File: config.mk
export PLATFORM = sky130hd
export DESIGN_NAME = teactr_round
export DESIGN_NICKNAME = d
export VERILOG_FILES = /design/src/hdl/teactr_pkg.sv /design/src/hdl/teactr_round.sv
export SDC_FILE = /design/constraint.sdc
export NUM_CORES = 1
export LEC_CHECK = 0
export ABC_AREA = 1
export BUFFER_PORTS_ARGS = -buffer_cell sky130_fd_sc_hd__buf_2
export CAP_MARGIN = 20
export CORE_UTILIZATION = 50
export DETAILED_ROUTE_END_ITERATION = 10
export GPL_TIMING_DRIVEN = 0
export PLACE_DENSITY_LB_ADDON = 0.15
export SLEW_MARGIN = 25
export SYNTH_ARGS = -nofsm -noshare
export SYNTH_HDL_FRONTEND = slang
export SYNTH_SLANG_ARGS = --single-unit
File: constraint.sdc
create_clock -name clk -period 7.65 [get_ports clk]
set_clock_uncertainty 0.2 [all_clocks]
set_input_delay 0 -clock clk [delete_from_list [all_inputs] [get_ports clk]]
set_output_delay 0 -clock clk [all_outputs]
set_load 0.005 [all_outputs]
File: src/hdl/teactr_pkg.sv
// ----------------------------------------------------------------------------
// teactr_pkg
// Types and constants shared by the counter-mode TEA cipher and its rounds.
// ----------------------------------------------------------------------------
`default_nettype none

package teactr_pkg;

  // TEA round constant
  localparam logic [31:0] TEA_DELTA = 32'h9E37_79B9;

  // Configuration port geometry
  localparam int unsigned CFG_IDX_W  = 3;
  localparam int unsigned CFG_DATA_W = 64;

  // Configuration register indexes
  localparam logic [CFG_IDX_W-1:0] REG_KEY_WORD_0    = 3'd0;
  localparam logic [CFG_IDX_W-1:0] REG_KEY_WORD_1    = 3'd1;
  localparam logic [CFG_IDX_W-1:0] REG_KEY_WORD_2    = 3'd2;
  localparam logic [CFG_IDX_W-1:0] REG_KEY_WORD_3    = 3'd3;
  localparam logic [CFG_IDX_W-1:0] REG_COUNTER_NONCE = 3'd4;

  // Input beat
  typedef struct packed {
    logic [31:0] block_index;
    logic [63:0] data_block;
    logic        last_block;
  } in_t;

  // Result beat
  typedef struct packed {
    logic [63:0] result_block;
    logic        last_out;
  } out_t;

  // 128-bit key as four words
  typedef struct packed {
    logic [31:0] k0;
    logic [31:0] k1;
    logic [31:0] k2;
    logic [31:0] k3;
  } key_t;

  // One pipeline slot: counter word halves plus the data riding along
  typedef struct packed {
    logic        valid;
    logic [31:0] v0;
    logic [31:0] v1;
    logic [63:0] data;
    logic        last;
  } stage_t;

endpackage : teactr_pkg

`default_nettype wire

File: src/hdl/teactr_round.sv
// ----------------------------------------------------------------------------
// teactr_round
// One TEA round as two register stages, one per half-round.
// ----------------------------------------------------------------------------
`default_nettype none

module teactr_round #(
  parameter logic [31:0] SUM = 32'h9E37_79B9
) (
  input  wire                      clk,
  input  wire                      rst_n,
  input  wire                      en,
  input  wire teactr_pkg::key_t    key,
  input  wire teactr_pkg::stage_t  stage_in,
  output teactr_pkg::stage_t       stage_out
);
  import teactr_pkg::*;

  stage_t half_r;
  stage_t half_nxt;
  stage_t out_r;
  stage_t out_nxt;

  // TEA mixing function for one half
  function automatic logic [31:0] mix_half(input logic [31:0] v,
                                           input logic [31:0] ka,
                                           input logic [31:0] kb);
    mix_half = ((v << 4) + ka) ^ (v + SUM) ^ ((v >> 5) + kb);
  endfunction

  // First half-round updates v0 from v1
  always_comb begin
    half_nxt    = stage_in;
    half_nxt.v0 = stage_in.v0 + mix_half(stage_in.v1, key.k0, key.k1);
  end

  // Second half-round updates v1 from the new v0
  always_comb begin
    out_nxt    = half_r;
    out_nxt.v1 = half_r.v1 + mix_half(half_r.v0, key.k2, key.k3);
  end

  // Advance valid bits
  always_ff @(posedge clk) begin
    if (!rst_n) begin
      half_r.valid <= 1'b0;
      out_r.valid  <= 1'b0;
    end else if (en) begin
      half_r.valid <= half_nxt.valid;
      out_r.valid  <= out_nxt.valid;
    end
  end

  // Advance payload, hold on stall
  always_ff @(posedge clk) begin
    if (en) begin
      half_r.v0   <= half_nxt.v0;
      half_r.v1   <= half_nxt.v1;
      half_r.data <= half_nxt.data;
      half_r.last <= half_nxt.last;
      out_r.v0    <= out_nxt.v0;
      out_r.v1    <= out_nxt.v1;
      out_r.data  <= out_nxt.data;
      out_r.last  <= out_nxt.last;
    end
  end

  assign stage_out = out_r;

endmodule : teactr_round

`default_nettype wire

Word-level counts from Yosys, hierarchy flattened. Cells that the tools add are included.

Register bits after elaboration: 260. Bits of input ports: 261. Output and inout bits: 130. Word-level logic and storage cells: 22.

Add/subtract/negate cells: 8. Bitwise logic cells: 4.

Operators by type and width (number): $add A32 B32 Y32 (4); $xor A32 B32 Y32 (4); $add A27 B32 Y32 (2); $add A32 B32 Y32 const B (2).

Longest topological paths before layout.
Word-level depth: 4. Gate-level depth with buffers: 29. Gate-level depth less buffers: 29.

Least setup slack after synthesis. No wires, ideal clock.

Path type: reg-to-reg. From: register half_r[102] in the netlist's numbering. To: register out_r, in the netlist stage_out[96], data pin. Library setup time: 253 ps. Arrival: 3207 ps. Required time: 7197 ps. Setup slack: 3990 ps. Cell stages (with the launch flop): 25. Buffers on the path: 0. Clock period less this slack: 3660 ps. Cells stage by stage: edfxtp_1 > ha_1 > inv_1 > fa_1 > o21ai_2 > nand3_1 > nand2_1 > nand2_1 > nand2_1 > a21boi_0 > or2_1 > nand3b_1 > nand2_1 > ha_1 > nand2_1 > nor2_1 > nand2_1 > inv_1 > nand3_1 > nand3_1 > nand2_1 > nand2_1 > a21boi_0 > nand3_1 > nand2_1.

RTL lines: start, declared (line teactr_round.sv:19) `stage_t half_r;`; end, declared (line teactr_round.sv:21) `stage_t out_r;`.

==> impl_metrics.csv <==
group,metric,value,unit
outcome,status,"complete, no violations",
cts,clkSinkCount,260,
sta,fin_hold_ws,0.01371,ns
die,core,42980,um^2
synthesis,synth_edf_count,258,
power_and_ir_drop,p_int,5.907,mW
setup_path,critPathCapture,"half_r[126]$_DFFE_PP_",
setup_path,crit_arrival,5.84,ns
setup_path,cp_slowest_cell,"o21ai_0",
place,routabilityCongestion,0.9768,
setup_path,reg2regPathDepth,21,
cells_and_area,multi_input_area,12660,um^2
synthesis,synth-main-ff-cell,"edfxtp_1",
synthesis,synth_cells,2853,
detailed_routing,dr_wl_met3,5858,um
cells_and_area,regArea,7787,um^2
power_and_ir_drop,combPwrFrac,0.698,
detailed_routing,post-route-drc-count,0,
cts,cts_root_buffer,"clkbuf_16",
sta,drv_slew,0,
setup_path,crit_path_cell_trace,"dlygate4sd3_1 -> buf_2 -> ha_1 -> inv_1 -> fa_1 -> nor3_1 -> nor2_1 -> o21ai_0 -> xor2_1 -> nand3b_1 -> nand2_1 -> inv_1 -> ha_1 -> a21o_1 -> nand3_1 -> nand2_1 -> a21oi_1 -> nor2_1 -> nor4_1 -> nand3_1 -> dlygate4sd3_1 -> nand2_1 -> dlygate4sd3_1",
synthesis,yosysSeqAreaShare,0.3579,
detailed_routing,vias,23280,
die,die_y,210.6,um
detailed_routing,drt_iter0_markers,2451,
synthesis,async_flop_share,0,
sta,setup_viol,0,
cells_and_area,syn2layout_area_growth,25.70,%
detailed_routing,m1WireLength,30620,um
setup_path,start_kind,"input port",
run,maxCapViolCount,0,
sta,tns,0,ns
grt,overflow,0,
synthesis,synth_warnings,0,
die,ios,391,
grt,grt_pass1_wl,131100,um
cts,insertion_delay,0.57,ns
setup_path,r2r-start,"half_r[97]$_DFFE_PP_",
detailed_routing,wl_per_cell,21.89,um
cells_and_area,final_area,27350,um^2
synthesis,synth-seq-cells,260,
sta,worst_slack,2.025,ns
power_and_ir_drop,sw_frac_of_total,0.5326,
cts,cts_tree,"built",
power_and_ir_drop,p_switching,6.731,mW
power_and_ir_drop,power_density,462.0,nW/um^2
cts,htree_levels,1,
setup_path,worst-path-max-fanout,6,
synthesis,synthesis.nets,3296,
setup_path,timing.rr.end,"stage_out[96]$_DFFE_PP_",
setup_path,worstSetupPathType,"input port to flop",
sta,rsz0062_at_grt,"false",
die,start_util,0.5062,
power_and_ir_drop,ir_drop,0.3428,mV
setup_path,endpoint_kind,"flop",
cells_and_area,fillerInstances,3604,
synthesis,syn-cell-area,21760,um^2
grt,grt_pass1_vias,23360,
synthesis,synth_area_per_cell,7.626,um^2
cells_and_area,layout-drive-gt1-share,0.1353,
setup_path,required,7.87,ns
cts,clk_path_buf_depth,3,
detailed_routing,top_layer,"met4",
sta,period_share,0.7352,
grt,antenna_found_initial,4,
detailed_routing,dr.pass1.iters,7,
grt,grt_max_degree,103,
place,place_area,24510,um^2
place,dp_slack,2.777,ns
detailed_routing,drt-total-wl,89420,um
setup_path,slowest_delay,0.78,ns
grt,grt_use_total,0.3964,
synthesis,ys_types,47,
die,die_x,210.6,um
sta,fmax,177.8,MHz
power_and_ir_drop,clkPwrFrac,0.100,
cts,postCtsSetupBuffers,0,
cts,cts_inserted_buffers,25,
place,hpwl,68120,um
die,dieArea,44350,um^2
power_and_ir_drop,seq_power_share,0.202,
detailed_routing,final_antenna_net_count,0,
sta,slew_headroom,0.3370,
power_and_ir_drop,power.leakage,13.11,nW
setup_path,critPathLaunch,"stage_in[70]",
detailed_routing,met2WireLength,45450,um
min_path,min_path_type,"input port to flop",
cells_and_area,nets,3920,
cts,path_clk_slew,0.07,ns
die,num_rows,76,
setup_path,r2r_slack,2.52,ns
place,io_buffers,390,
sta,min_period,5.625,ns
sta,worst_pin_slew,0.9841,ns
sta,final_hold_viol_count,0,
detailed_routing,viasPerCell,5.701,
-- Yosys cell counts, types with 2 or more instances --
cell type | n | area, um^2
a21o_1 | 30 | 225.2
a31oi_1 | 13 | 81.33
o21a_1 | 13 | 97.59
inv_2 | 7 | 26.28
or2_2 | 8 | 50.05
and3_1 | 2 | 12.51
nor3_1 | 35 | 175.2
o21ai_2 | 3 | 26.28
a211oi_1 | 2 | 15.01
xnor2_1 | 93 | 814.5
xor2_1 | 146 | 1279
nand3_1 | 168 | 840.8
nand2_1 | 805 | 3022
or2_1 | 9 | 56.30
o21bai_1 | 23 | 172.7
and2_1 | 3 | 18.77
nor2_1 | 297 | 1115
fa_1 | 6 | 120.1
o31ai_1 | 2 | 15.01
a221oi_1 | 2 | 17.52
edfxtp_1 | 258 | 7747
a21oi_2 | 2 | 17.52
a21boi_0 | 10 | 75.07
o21ai_1 | 9 | 45.04
nand3b_1 | 37 | 277.8
ha_1 | 176 | 2202
inv_1 | 339 | 1272
a21oi_1 | 201 | 1006
nand4_1 | 28 | 175.2
dfxtp_1 | 2 | 40.04
o221ai_1 | 2 | 17.52
o211ai_1 | 2 | 15.01
a31o_2 | 3 | 26.28
nand2_2 | 8 | 50.05
o21ai_0 | 84 | 420.4
nor4_1 | 6 | 37.54
nand3_2 | 2 | 20.02
nor2_2 | 8 | 50.05
-- power groups by stage --
stage / clock [mW] / combinational [mW] / sequential (mW)
detailed placement: 0 / 8.25 / 2.54
finish: 1.26 / 8.82 / 2.56
global route: 1.30 / 9.51 / 2.56
CTS: 1.22 / 8.44 / 2.52
floorplan: 0 / 5.72 / 2.42
global placement: 0 / 8.06 / 2.54
-- metal layers --
metal / up-vias / global-route usage
met4: 0 / 0.2839
met3: 410 / 0.04231
met1: 10740 / 0.4105
li1: 10770 / -
met5: - / 0
met2: 1364 / 0.7420
-- worst max-delay path: cells and delay by family --
family / cells / cell delay [ns]
XOR/XNOR: 1 / 0.27
adder cells (fa/ha/maj): 3 / 0.98
AND/OR/NAND/NOR: 10 / 1.43
AO/OA/AOI/OAI: 3 / 1.23
buffers and inverters: 6 / 1.93
-- sequential cells by signal, summed over array words and instances (netlist names) --
signal	flops
stage_out	130
half_r	130
-- through the flow --
stage | total power, mW | utilization | instances
after floorplan | 8.138 | - | 2853
after global placement | 10.60 | 0.5687 | 3828
after detailed placement | 10.80 | 0.5702 | 3830
after CTS | 12.17 | 0.6359 | 4079
after global routing | 13.37 | 0.6364 | 4084
final | 12.64 | 0.6364 | 4084
-- cells by family (layout without fill, tap and decap cells) --
kind of cell               Yosys count  count (layout)  share of synthesized area
other                                0               4                          0
buffers and inverters              348             990                    0.06009
DFF                                260             260                     0.3579
and+or+nand+nor                   1417            1417                     0.2717
AOI/OAI and AO/OA                  406             406                     0.1066
adders and majority gates          182             182                     0.1067
xor gates and xnor gates           240             240                    0.09695
-- timing repair --
| item | CTS | global route |
|---|---|---|
| setup endpoints to repair | 0 | 0 |
| resized for setup | 0 | 0 |
| hold buffers | 204 | 1 |
| hold endpoints to repair | 196 | 1 |
-- layout make-up --
cell class                      instances  area share
Multi-Input combinational cell       2245      0.4630
Sequential cell                       260      0.2847
Timing Repair Buffer                  597      0.1488
Inverter                              347     0.04762
Tap cell                              585     0.02676
Clock buffer                           30     0.02356
Clock inverter                         15    0.005032
Antenna cell                            4   0.0003660
Buffer                                  1   0.0001830
-- worst min-delay path by stage --
stage                      start                      end  slack, ns  cells past startpoint
global placement    stage_in[38]     half_r[38]$_DFFE_PP_      -0.02                      1
finish              stage_in[48]     half_r[48]$_DFFE_PP_       0.01                      2
CTS                      key[33]  stage_out[66]$_DFFE_PP_      0.001                      4
floorplan            stage_in[0]      half_r[0]$_DFFE_PP_      -0.10                      0
detailed placement   stage_in[0]      half_r[0]$_DFFE_PP_      -0.02                      1
global route        stage_in[48]     half_r[48]$_DFFE_PP_       0.03                      2
-- cells in the final DEF (no fill, tap or decap), types with 13 or more instances in the layout --
cell           instances
clkbuf_16             25
buf_2                390
nand3_1              168
nor2_1               297
nand4_1               28
nor3_1                35
o21a_1                13
a31oi_1               13
xnor2_1               93
o21ai_0               84
o21bai_1              23
a21o_1                30
dlygate4sd3_1        205
inv_1                339
xor2_1               146
edfxtp_1             258
nand2_1              805
a21oi_1              201
nand3b_1              37
ha_1                 176
(Power assumes the default switching activity.)
